File: src/hw/rtl/format_string_expander_top_defines.svh
// Assertion macros for the format string expander top level.
// Included by format_string_expander_top, which carries the concurrent checks; needs no package.
`ifndef FORMAT_STRING_EXPANDER_TOP_DEFINES_SVH
`define FORMAT_STRING_EXPANDER_TOP_DEFINES_SVH

// Same-cycle implication, checked outside reset.
`define FSE_ASSERT_NOW(label, clk, rst_n, ante, cons, msg) \
    label: assert property (@(posedge clk) disable iff (!rst_n) (ante) |-> (cons)) \
        else $error(msg);

// Next-cycle implication, checked outside reset.
`define FSE_ASSERT_NEXT(label, clk, rst_n, ante, cons, msg) \
    label: assert property (@(posedge clk) disable iff (!rst_n) (ante) |=> (cons)) \
        else $error(msg);

`endif

File: src/hw/rtl/fse_pkg.sv
// Types and constants for the format string expander.
// Used by fse_ctrl, fse_dp and format_string_expander_top; no dependencies.
`default_nettype none

package fse_pkg;

    localparam int          MAX_DIGITS  = 10;
    localparam int          CNT_W       = $clog2(MAX_DIGITS + 1);
    localparam logic [7:0]  CH_PERCENT  = 8'h25;
    localparam logic [7:0]  CH_C        = 8'h63;
    localparam logic [7:0]  CH_D        = 8'h64;
    localparam logic [7:0]  CH_MINUS    = 8'h2D;
    localparam logic [7:0]  CH_ZERO     = 8'd48;
    localparam logic [31:0] RECIP_10    = 32'hCCCC_CCCD;
    localparam int          RECIP_SHIFT = 35;

    typedef enum logic [2:0] {
        ST_IDLE,
        ST_EXEC,
        ST_CONV,
        ST_SIGN,
        ST_EMIT
    } t_state;

    typedef enum logic [2:0] {
        OSEL_CHAR,
        OSEL_ARG,
        OSEL_PERCENT,
        OSEL_MINUS,
        OSEL_DIGIT
    } t_out_sel;

    typedef struct packed {
        logic     ld_in;
        logic     pend_upd;
        logic     ld_conv;
        logic     conv_step;
        logic     pop;
        logic     out_load;
        logic     out_last;
        t_out_sel out_sel;
    } t_dp_cmd;

    typedef struct packed {
        logic pending;
        logic is_pct;
        logic is_c;
        logic is_d;
        logic fmt_end;
        logic neg;
        logic conv_done;
        logic last_digit;
        logic out_free;
    } t_dp_sts;

endpackage

`default_nettype wire

File: src/hw/rtl/fse_ctrl.sv
// Controller state machine: takes a request, decodes it, sequences the
// digit conversion and the output bytes. Depends on fse_pkg.
`default_nettype none

module fse_ctrl (
    input  logic             i_clk,
    input  logic             i_rst_n,
    input  logic             i_in_valid,
    input  fse_pkg::t_dp_sts i_sts,
    output logic             o_in_stall,
    output fse_pkg::t_dp_cmd o_cmd
);
    import fse_pkg::*;

    t_state   r_state;
    t_state   n_state;
    logic     w_emit;
    logic     w_start_conv;
    t_out_sel w_sel;

    // decode of the held request
    always_comb begin
        w_emit       = 1'b0;
        w_start_conv = 1'b0;
        w_sel        = OSEL_CHAR;
        if (i_sts.pending) begin
            if (i_sts.is_pct) begin
                w_emit = 1'b1;
                w_sel  = OSEL_PERCENT;
            end else if (i_sts.is_c) begin
                w_emit = 1'b1;
                w_sel  = OSEL_ARG;
            end else if (i_sts.is_d) begin
                w_start_conv = 1'b1;
            end
        end else if (!i_sts.is_pct) begin
            w_emit = 1'b1;
        end
    end

    always_ff @(posedge i_clk) begin
        if (!i_rst_n) begin
            r_state <= ST_IDLE;
        end else begin
            r_state <= n_state;
        end
    end

    always_comb begin
        n_state = r_state;
        case (r_state)
            ST_IDLE: begin
                if (i_in_valid) n_state = ST_EXEC;
            end
            ST_EXEC: begin
                if (w_start_conv) begin
                    n_state = ST_CONV;
                end else if (!w_emit || i_sts.out_free) begin
                    n_state = ST_IDLE;
                end
            end
            ST_CONV: begin
                if (i_sts.conv_done) n_state = i_sts.neg ? ST_SIGN : ST_EMIT;
            end
            ST_SIGN: begin
                if (i_sts.out_free) n_state = ST_EMIT;
            end
            ST_EMIT: begin
                if (i_sts.out_free && i_sts.last_digit) n_state = ST_IDLE;
            end
            default: n_state = ST_IDLE;
        endcase
    end

    always_comb begin
        o_cmd      = '0;
        o_in_stall = (r_state != ST_IDLE);
        case (r_state)
            ST_IDLE: begin
                o_cmd.ld_in = i_in_valid;
            end
            ST_EXEC: begin
                o_cmd.out_sel = w_sel;
                if (w_start_conv) begin
                    o_cmd.ld_conv  = 1'b1;
                    o_cmd.pend_upd = 1'b1;
                end else if (!w_emit) begin
                    o_cmd.pend_upd = 1'b1;
                end else if (i_sts.out_free) begin
                    o_cmd.pend_upd = 1'b1;
                    o_cmd.out_load = 1'b1;
                    o_cmd.out_last = 1'b1;
                end
            end
            ST_CONV: begin
                o_cmd.conv_step = 1'b1;
            end
            ST_SIGN: begin
                o_cmd.out_sel  = OSEL_MINUS;
                o_cmd.out_load = i_sts.out_free;
            end
            ST_EMIT: begin
                o_cmd.out_sel  = OSEL_DIGIT;
                o_cmd.out_load = i_sts.out_free;
                o_cmd.out_last = i_sts.last_digit;
                o_cmd.pop      = i_sts.out_free;
            end
            default: begin
                o_cmd = '0;
            end
        endcase
    end

endmodule

`default_nettype wire

File: config.mk
export PLATFORM = sky130hd
export DESIGN_NAME = fse_ctrl
export DESIGN_NICKNAME = d
export VERILOG_FILES = /design/src/hw/rtl/format_string_expander_top_defines.svh /design/src/hw/rtl/fse_pkg.sv /design/src/hw/rtl/fse_ctrl.sv
export SDC_FILE = /design/constraint.sdc
export NUM_CORES = 1
export LEC_CHECK = 0
export ABC_AREA = 1
export BUFFER_PORTS_ARGS = -buffer_cell sky130_fd_sc_hd__buf_2
export CAP_MARGIN = 20
export CELL_PAD_IN_SITES_DETAIL_PLACEMENT = 0
export CELL_PAD_IN_SITES_GLOBAL_PLACEMENT = 2
export CORE_MARGIN = 2
export CORE_UTILIZATION = 20
export CTS_BUF_LIST = sky130_fd_sc_hd__clkbuf_2
export DETAILED_ROUTE_END_ITERATION = 10
export GPL_TIMING_DRIVEN = 0
export PLACE_DENSITY = 0.8
export REMOVE_ABC_BUFFERS = 1
export SYNTH_ARGS = -nofsm -noshare
export SYNTH_HDL_FRONTEND = slang
export SYNTH_SLANG_ARGS = --single-unit
File: constraint.sdc
create_clock -name i_clk -period 1.2 [get_ports i_clk]
set_input_delay 0.24 -clock i_clk [delete_from_list [all_inputs] [get_ports i_clk]]
set_output_delay 0.24 -clock i_clk [all_outputs]
set_load 0.1 [all_outputs]
==> impl_results.html, run 1 <==
<table>
<tr><th>Metric</th><th>Value</th></tr>
<tr><th colspan="2">Outcome</th></tr>
<tr><td>Run status</td><td>complete, but fails checks</td></tr>
<tr><td>Violations in the final reports</td><td>negative setup slack</td></tr>
<tr><th colspan="2">Timing</th></tr>
<tr><td>Final critical-path required period</td><td>around 1.4 ns</td></tr>
<tr><td>Relative max-transition margin</td><td>approximately 86%</td></tr>
<tr><td>Setup Viol. Count Final</td><td>14</td></tr>
<tr><td>Total count of hold-check failures in the final report</td><td>0</td></tr>
<tr><td>Highest clock frequency the design can meet</td><td>roughly 0.7 GHz</td></tr>
<tr><td>Count of final max-slew check failures</td><td>0</td></tr>
<tr><td>Worst Tran Pin Value</td><td>0.204 ns</td></tr>
<tr><td>Worst-case setup margin in the final layout</td><td>-0.235 ns</td></tr>
<tr><td>Worst hold slack</td><td>between 0.2 and 0.3 ns</td></tr>
<tr><td>Worst clock skew</td><td>0.00543 ns</td></tr>
<tr><td>Tcrit/Tclk final</td><td>120%</td></tr>
<tr><td>Final-layout setup total negative slack</td><td>-1.92 ns</td></tr>
<tr><td>RSZ-0062 raised after global routing</td><td>true</td></tr>
<tr><th colspan="2">Clock tree</th></tr>
<tr><td>Clock Root Buffer</td><td>clkbuf_2</td></tr>
<tr><td>TritonCTS clock tree</td><td>yes</td></tr>
<tr><td>Deepest clock path buffer count</td><td>2</td></tr>
<tr><td>Inserted Clock Buffers</td><td>3</td></tr>
<tr><td>Reg clk slew, reported paths</td><td>0.05 ns</td></tr>
<tr><td>TritonCTS Sinks</td><td>3</td></tr>
<tr><td>H-tree Lvls</td><td>1</td></tr>
<tr><td>Clock latency reported for the late side of the worst-skew pair</td><td>about 0.20 ns</td></tr>
<tr><td>Hold bufs inserted after CTS</td><td>0</td></tr>
<tr><th colspan="2">Route</th></tr>
<tr><td>Number of DRC markers after the initial detailed-route iteration</td><td>5</td></tr>
<tr><td>Total wirelength of the detailed-routed design</td><td>roughly 1.2 mm</td></tr>
<tr><td>Pre-antenna DRT Iters</td><td>3</td></tr>
<tr><td>Per-cell routed wire length</td><td>~9.3 um</td></tr>
<tr><td>DRC errors left</td><td>0</td></tr>
<tr><td>Routed Antenna Nets</td><td>0</td></tr>
<tr><td>Mean number of vias per cell</td><td>4.06</td></tr>
<tr><td>Via total after detailed routing</td><td>511</td></tr>
<tr><th colspan="2">Critical path</th></tr>
<tr><td>FF-to-FF Start</td><td>r_state[0]</td></tr>
<tr><td>Series of cell instances along the critical path</td><td>inv_4, nand2_4, buf_4, a21oi_4, buf_12</td></tr>
<tr><td>Cell class contributing the biggest share of worst-path delay</td><td>buffers and inverters</td></tr>
<tr><td>Endpoint class of the critical path</td><td>output pin</td></tr>
<tr><td>Slowest library cell on the worst path</td><td>dfxtp_4</td></tr>
<tr><td>CP startpoint kind</td><td>flip-flop</td></tr>
<tr><td>Delay of the slowest cell on the worst path</td><td>about 0.37 ns</td></tr>
<tr><td>Arrival time at the worst endpoint</td><td>1.20 ns</td></tr>
<tr><td>WP data required</td><td>about 0.96 ns</td></tr>
<tr><td>Total buffers and inverters traversed by the critical path</td><td>3</td></tr>
<tr><td>CP Max Fanout</td><td>5</td></tr>
<tr><td>CP startpoint</td><td>r_state[2]</td></tr>
<tr><td>Kind of critical path</td><td>reg -&gt; out</td></tr>
<tr><th colspan="2">Final layout</th></tr>
<tr><td>Area growth, synth to finish</td><td>121%</td></tr>
<tr><td>Total area of multi-input combinational cells</td><td>about 370 um^2</td></tr>
<tr><td>Register Area</td><td>just over 70 um^2</td></tr>
<tr><td>Share of final-layout standard cells stronger than drive strength 1</td><td>between 60% and 70%</td></tr>
<tr><td>Filler Cells Inserted</td><td>slightly below 200</td></tr>
<tr><td>Register bank with the most flops</td><td>r_state</td></tr>
<tr><td>Largest registers in the final layout</td><td>r_state (3)</td></tr>
<tr><td>Flip-flop count of the largest register after layout</td><td>3</td></tr>
<tr><td>NumNets Final</td><td>around 110</td></tr>
<tr><td>Final antenna diode count</td><td>0</td></tr>
<tr><th colspan="2">Power and ir drop</th></tr>
<tr><td>Power share of the sequential group</td><td>15.9%</td></tr>
<tr><td>Power Internal</td><td>388 uW</td></tr>
<tr><td>Sw Ratio</td><td>approximately half</td></tr>
<tr><td>Maximum vdd ir drop</td><td>~0.00045 V</td></tr>
<tr><td>Net load switching power</td><td>about 370 uW</td></tr>
<tr><td>Static Leak</td><td>a little under 0.0004 uW</td></tr>
<tr><td>Fraction of power consumed by the clock network</td><td>roughly a fifth</td></tr>
<tr><td>Comb pwr share</td><td>65.3%</td></tr>
<tr><td>P per Cell Area</td><td>roughly 880 mW/mm^2</td></tr>
<tr><th colspan="2">Global route</th></tr>
<tr><td>Leftover overflow at the end of global routing</td><td>0</td></tr>
<tr><td>Pin count of the biggest net entering global routing</td><td>8</td></tr>
<tr><td>Wire length of the first global-routing pass</td><td>2.04 mm</td></tr>
<tr><td>Aggregate global-route resource usage</td><td>10.8%</td></tr>
<tr><td>Via count of the first global-routing pass</td><td>510</td></tr>
<tr><td>Number of antenna violations at the first check in global routing</td><td>0</td></tr>
<tr><th colspan="2">Yosys</th></tr>
<tr><td>Summed instance area of the synthesized netlist</td><td>approximately 400 um^2</td></tr>
<tr><td>Synthesis-stage register bit count</td><td>3</td></tr>
<tr><td>Proportion of netlist area held by the largest area contributor</td><td>between 10% and 20%</td></tr>
<tr><td>Leading area contributor after synthesis</td><td>nand2_1</td></tr>
<tr><td>Count of warnings emitted by yosys</td><td>0</td></tr>
<tr><td>Cells after synthesis</td><td>69</td></tr>
<tr><td>Leading post-synthesis cells by cell area</td><td>nand2_1 17%, dfxtp_1 15%, nand3_1 8.9%</td></tr>
<tr><td>Average size of a mapped cell</td><td>approximately 5.7 um^2</td></tr>
<tr><td>Post-synth cell types</td><td>18</td></tr>
<tr><td>Share of synthesized area occupied by flip-flops and latches</td><td>15.3%</td></tr>
<tr><th colspan="2">Run</th></tr>
<tr><td>Number of violations of the max-capacitance limit</td><td>0</td></tr>
<tr><th colspan="2">Placed design</th></tr>
<tr><td>Port bufs</td><td>21</td></tr>
<tr><td>Detail Placement HPWL</td><td>846 um</td></tr>
<tr><td>Weighted congestion at the end of routability-driven global placement</td><td>0.683</td></tr>
<tr><th colspan="2">Floorplanning</th></tr>
<tr><td>Starting density of the core</td><td>20.7%</td></tr>
<tr><td>IO Count</td><td>23</td></tr>
<tr><td>Placeable core area</td><td>about 0.0019 mm^2</td></tr>
<tr><td>Die boundary width</td><td>about 48 um</td></tr>
<tr><td>Die H</td><td>between 40 and 50 um</td></tr>
<tr><td>Die ar.</td><td>0.00233 mm^2</td></tr>
<tr><td>Std cell rows</td><td>16</td></tr>
<tr><th colspan="2">Hold path</th></tr>
<tr><td>Startpoint of the worst hold path</td><td>i_rst_n</td></tr>
<tr><td>Kind of path behind the tightest hold check</td><td>in -&gt; reg</td></tr>
</table>
[worst register-to-register path, cell delays in order, from the launching register on]
cell	delay (ns)
dfxtp_4	0.41
nor2_4	0.06
buf_4	0.12
buf_4	0.13
nand3_2	0.07
nand2_2	0.07
nor2_4	0.14
nand2_2	0.07
nor2_2	0.09
nor2_2	0.04
[logic make-up (layout without fill, tap and decap cells)]
logic type / Yosys count / count (layout) / share of synthesized area (%)
and+or+nand+nor: 45 / 45 / 57.6
buffers and inverters: 13 / 43 / 15.9
AOI/OAI and AO/OA: 8 / 8 / 11.1
DFF: 3 / 3 / 15.3
[cell type report]
| cell class | instances | area share (%) |
|---|---|---|
| multi-input combinational | 53 | 42.8 |
| timing repair buffer | 26 | 34.4 |
| inverter | 13 | 8.36 |
| sequential | 3 | 8.21 |
| tap | 27 | 3.89 |
| clock buffer | 4 | 2.31 |
[Yosys cell counts]
master / n
clkinv_1: 1
and2_1: 1
nor2_4: 1
nand3_1: 7
nand2_2: 4
nor2_1: 8
inv_1: 9
o21ai_1: 2
a21oi_2: 1
bufinv_8: 1
inv_2: 2
dfxtp_1: 3
nand3_2: 2
nand4_2: 1
a21oi_1: 4
nor2_2: 3
o21ai_0: 1
nand2_1: 18
[per-stage QoR]
step / util (%) / instance area (um^2) / std cells / total power, uW / setup WS [ns]
after floorplan: - / 393 / 69 / 391 / -1.66
after global placement: 28.0 / 532 / 117 / 451 / -0.367
after detailed placement: 28.0 / 532 / 117 / 450 / -0.368
after CTS: 39.5 / 751 / 124 / 701 / -0.248
after global routing: 45.7 / 868 / 126 / 802 / -0.291
final: 45.7 / 868 / 126 / 760 / -0.235
[cell usage in the layout (no fill, tap or decap)]
cell type  instances
nand2_1           13
nand4_4            1
buf_6              1
inv_4              2
o21ai_2            1
clkinv_1           1
dfxtp_4            3
inv_1              7
o21ai_1            1
inv_2              1
bufinv_8           1
nand2_4            2
a21oi_1            3
buf_2             10
a21oi_4            1
a21oi_2            1
o21ai_0            1
nand3_1            5
nand3_2            4
buf_12            10
buf_4              5
nor2_2             6
and2_1             1
nand2_2            7
nor2_4             6
clkbuf_2           4
inv_6              1
[per-layer routing]
metal / routed length [um] / share of wire (%) / GRT usage (%) / up-vias
li1: - / - / - / 276
met2: 630 / 54 / 19.7 / 9
met3: 34 / 2.9 / 1.23 / 0
met1: 505 / 43 / 12.8 / 226
met5: 0 / 0 / 0 / -
met4: 0 / 0 / 4.29 / 0
[timing repair]
action                                  4_1_cts  5_1_grt
endpoints found under the hold margin         0        0
buffers inserted                              3        2
resized for setup                            52       28
pin swaps                                     5        6
endpoints found under the setup margin       12       14
[power groups by stage]
| stage | Combinational, uW | Sequential (uW) | Clock (uW) |
|---|---|---|---|
| 2_1_floorplan | 274 | 117 | 0 |
| 6_report | 496 | 121 | 143 |
| 3_5_place_dp | 330 | 120 | 0 |
| 4_1_cts | 429 | 121 | 151 |
| 3_3_place_gp | 330 | 121 | 0 |
| 5_1_grt | 524 | 122 | 156 |
[path summary, 6_finish.rpt]
kind / end / cells past startpoint / slack, ns
max: o_cmd[1] / 5 / -0.24
min: r_state[0] / 3 / 0.27
max reg2reg: r_state[0] / 9 / -0.10
min reg2reg: r_state[2] / 2 / 0.57
No activity file was read; power rests on OpenSTA's default activity.
==> run 2, diff against run 1 <==
REMOVE_ABC_BUFFERS = not set   (was 1)
==> impl_results.html, run 2 (synthesized netlist as in run 1, its figures left out) <==
<table>
<tr><th>Metric</th><th>Value</th></tr>
<tr><th colspan="2">Outcome</th></tr>
<tr><td>Run status</td><td>complete, but fails checks</td></tr>
<tr><td>Violations in the final reports</td><td>negative setup slack</td></tr>
<tr><th colspan="2">Route</th></tr>
<tr><td>Routed Antenna Nets</td><td>0</td></tr>
<tr><td>Total wirelength of the detailed-routed design</td><td>between 1 and 1.5 mm</td></tr>
<tr><td>Per-cell routed wire length</td><td>9.51 um</td></tr>
<tr><td>DRC errors left</td><td>0</td></tr>
<tr><td>Mean number of vias per cell</td><td>4.17</td></tr>
<tr><td>Number of DRC markers after the initial detailed-route iteration</td><td>0</td></tr>
<tr><td>Pre-antenna DRT Iters</td><td>1</td></tr>
<tr><td>Via total after detailed routing</td><td>550</td></tr>
<tr><th colspan="2">Global route</th></tr>
<tr><td>Via count of the first global-routing pass</td><td>510</td></tr>
<tr><td>Aggregate global-route resource usage</td><td>around 11%</td></tr>
<tr><td>Grt met3 use</td><td>~2.2%</td></tr>
<tr><td>Global-route layer with the greatest usage</td><td>met2</td></tr>
<tr><td>Number of antenna violations at the first check in global routing</td><td>0</td></tr>
<tr><td>Met2 routing resource usage after global routing</td><td>just under 20%</td></tr>
<tr><td>Pin count of the biggest net entering global routing</td><td>7</td></tr>
<tr><td>Leftover overflow at the end of global routing</td><td>0</td></tr>
<tr><td>Wire length of the first global-routing pass</td><td>2.08 mm</td></tr>
<tr><td>Global routing usage on met1</td><td>a little over an eighth</td></tr>
<tr><th colspan="2">Final layout</th></tr>
<tr><td>NumNets Final</td><td>118</td></tr>
<tr><td>Register bank with the most flops</td><td>r_state</td></tr>
<tr><td>Share of final-layout standard cells stronger than drive strength 1</td><td>between 70 and 80%</td></tr>
<tr><td>Largest registers in the final layout</td><td>r_state (3)</td></tr>
<tr><td>Core utilization of the finished layout</td><td>between 50 and 60%</td></tr>
<tr><td>Commonest non-fill, non-tap cells in the layout</td><td>11 x nand2_1, 11 x buf_12, 10 x buf_2, 9 x buf_4, 8 x nor2_4</td></tr>
<tr><td>Final antenna diode count</td><td>0</td></tr>
<tr><td>Area growth, synth to finish</td><td>163%</td></tr>
<tr><td>Filler Cells Inserted</td><td>between 150 and 200</td></tr>
<tr><td>Flip-flop count of the largest register after layout</td><td>3</td></tr>
<tr><th colspan="2">Critical path</th></tr>
<tr><td>FF-to-FF Start</td><td>r_state[2]</td></tr>
<tr><td>WP data required</td><td>about 0.96 ns</td></tr>
<tr><td>Delay of the slowest cell on the worst path</td><td>around 0.37 ns</td></tr>
<tr><td>Slowest library cell on the worst path</td><td>dfxtp_4</td></tr>
<tr><td>Series of cell instances along the critical path</td><td>buf_4, nor2_4, nand2_8, nor2_4, buf_12</td></tr>
<tr><td>Total buffers and inverters traversed by the critical path</td><td>2</td></tr>
<tr><td>Kind of critical path</td><td>reg -&gt; out</td></tr>
<tr><td>Number of cell instances on the worst register-to-register path</td><td>11</td></tr>
<tr><td>Top cell by count, worst path</td><td>nor2_4</td></tr>
<tr><td>Worst R2R End</td><td>r_state[0]</td></tr>
<tr><td>Path length in cells of the critical path</td><td>5</td></tr>
<tr><td>CP Max Fanout</td><td>4</td></tr>
<tr><td>Endpoint class of the critical path</td><td>output pin</td></tr>
<tr><td>Reg-to-reg setup timing slack</td><td>-0.21 ns</td></tr>
<tr><td>Arrival time at the worst endpoint</td><td>around 1.2 ns</td></tr>
<tr><td>Cell class contributing the biggest share of worst-path delay</td><td>flip-flops</td></tr>
<tr><td>CP startpoint kind</td><td>flip-flop</td></tr>
<tr><th colspan="2">Clock tree</th></tr>
<tr><td>H-tree Lvls</td><td>1</td></tr>
<tr><td>Clock Root Buffer</td><td>clkbuf_2</td></tr>
<tr><td>Hold bufs inserted after CTS</td><td>0</td></tr>
<tr><td>Reg clk slew, reported paths</td><td>approximately 0.040 ns</td></tr>
<tr><td>Clock latency reported for the late side of the worst-skew pair</td><td>between 0.15 and 0.2 ns</td></tr>
<tr><td>Inserted Clock Buffers</td><td>3</td></tr>
<tr><td>Deepest clock path buffer count</td><td>2</td></tr>
<tr><td>TritonCTS Sinks</td><td>3</td></tr>
<tr><td>TritonCTS clock tree</td><td>yes</td></tr>
<tr><th colspan="2">Timing</th></tr>
<tr><td>RSZ-0062 raised after global routing</td><td>true</td></tr>
<tr><td>Tcrit/Tclk final</td><td>123%</td></tr>
<tr><td>Setup Viol. Count Final</td><td>14</td></tr>
<tr><td>Worst clock skew</td><td>0.00182 ns</td></tr>
<tr><td>Worst-case setup margin in the final layout</td><td>-0.281 ns</td></tr>
<tr><td>Highest clock frequency the design can meet</td><td>~0.68 GHz</td></tr>
<tr><td>Worst Tran Pin Value</td><td>~0.2 ns</td></tr>
<tr><td>Count of final max-slew check failures</td><td>0</td></tr>
<tr><td>Final critical-path required period</td><td>roughly 1.5 ns</td></tr>
<tr><td>Relative max-transition margin</td><td>between 80% and 90%</td></tr>
<tr><td>Final-layout setup total negative slack</td><td>-2.66 ns</td></tr>
<tr><td>Total count of hold-check failures in the final report</td><td>0</td></tr>
<tr><td>Worst hold slack</td><td>0.286 ns</td></tr>
<tr><th colspan="2">Floorplanning</th></tr>
<tr><td>Placeable core area</td><td>~0.0019 mm^2</td></tr>
<tr><td>Die ar.</td><td>0.00233 mm^2</td></tr>
<tr><td>IO Count</td><td>23</td></tr>
<tr><td>Std cell rows</td><td>16</td></tr>
<tr><td>Starting density of the core</td><td>between 20% and 30%</td></tr>
<tr><td>Die boundary width</td><td>48.3 um</td></tr>
<tr><td>Die H</td><td>just under 50 um</td></tr>
<tr><th colspan="2">Power and ir drop</th></tr>
<tr><td>Maximum vdd ir drop</td><td>0.000469 V</td></tr>
<tr><td>Comb pwr share</td><td>67.8%</td></tr>
<tr><td>Fraction of power consumed by the clock network</td><td>between 10% and 20%</td></tr>
<tr><td>Sw Ratio</td><td>approximately half</td></tr>
<tr><td>Total power</td><td>809 uW</td></tr>
<tr><td>Static Leak</td><td>~0.00044 uW</td></tr>
<tr><td>P per Cell Area</td><td>between 700 and 800 mW/mm^2</td></tr>
<tr><td>Power share of the sequential group</td><td>between 10% and 20%</td></tr>
<tr><td>Power Internal</td><td>414 uW</td></tr>
<tr><td>Net load switching power</td><td>between 300 and 400 uW</td></tr>
<tr><th colspan="2">Hold path</th></tr>
<tr><td>Hold depth</td><td>3</td></tr>
<tr><td>Hold path endpoint</td><td>r_state[0]</td></tr>
<tr><td>Startpoint of the worst hold path</td><td>i_rst_n</td></tr>
<tr><td>Kind of path behind the tightest hold check</td><td>in -&gt; reg</td></tr>
<tr><th colspan="2">Run</th></tr>
<tr><td>Number of violations of the max-capacitance limit</td><td>0</td></tr>
<tr><th colspan="2">Yosys</th></tr>
<tr><td>Synthesized Nets</td><td>between 80 and 90</td></tr>
<tr><th colspan="2">Placed design</th></tr>
<tr><td>Minimum setup slack after placement</td><td>-0.473 ns</td></tr>
<tr><td>Detail Placement HPWL</td><td>around 940 um</td></tr>
<tr><td>Port bufs</td><td>21</td></tr>
<tr><td>Weighted congestion at the end of routability-driven global placement</td><td>around 0.70</td></tr>
</table>
-- run 2: cell types whose count changed in the layout (fill, tap and decap cells not counted), sizes merged --
cell,previous run,this run
buf,26,32
clkinvlp,0,1
inv,11,10
-- run 2: what timing repair did --
item,CTS,global route
endpoints found under the hold margin,0,0
pin swaps,7,6
setup endpoints to repair,12,14
buffers inserted,8,3
gates resized for setup,51,12
-- run 2: worst reg2reg max path: stages, from the launching register on --
cell and delay (ns):
dfxtp_4 0.37, buf_4 0.14, nor2_4 0.17, buf_6 0.11, buf_4 0.11, nand3_4 0.07, nand2_4 0.07, nor2_4 0.05
nand2_2 0.06, nand2_1 0.05, nand2_1 0.06, nor2_2 0.03
-- run 2: worst max-delay path by stage --
stage / startpoint / to
3_3_place_gp: r_state[2] / o_cmd[3]
6_report: r_state[2] / o_cmd[9]
4_1_cts: r_state[1] / o_cmd[4]
3_5_place_dp: r_state[2] / o_cmd[3]
5_1_grt: r_state[0] / o_cmd[4]
2_1_floorplan: r_state[0] / o_cmd[9]
-- run 2: final cells by class --
cell class / instances / area [um^2] / area share, %
multi-input combinational: 53 / 467 / 45.2
timing repair buffer: 32 / 360 / 34.9
inverter: 13 / 81.3 / 7.87
sequential: 3 / 71.3 / 6.90
tap: 27 / 33.8 / 3.27
clock buffer: 4 / 20.0 / 1.94
-- run 2: power by group through the flow --
| stage | clock (uW) | combinational (uW) | sequential, uW |
|---|---|---|---|
| finish | 135 | 549 | 125 |
| global placement | 0 | 389 | 124 |
| floorplan | 0 | 332 | 120 |
| detailed placement | 0 | 389 | 125 |
| global route | 158 | 575 | 127 |
| CTS | 143 | 527 | 122 |
-- run 2: routing by layer --
layer  share of wire (%)  wire length, um  vias to the layer above
li1                    -                -                      288
met4                   0                0                        0
met3                 2.6               33                        0
met2                  57              711                       11
met1                  41              509                      251
met5                   0                0                        -
-- run 2: metrics by stage --
stage / instance area [um^2] / instances
after floorplan: 538 / 69
after global placement: 677 / 117
after detailed placement: 677 / 117
after CTS: 955 / 129
after global routing: 1030 / 132
final: 1030 / 132
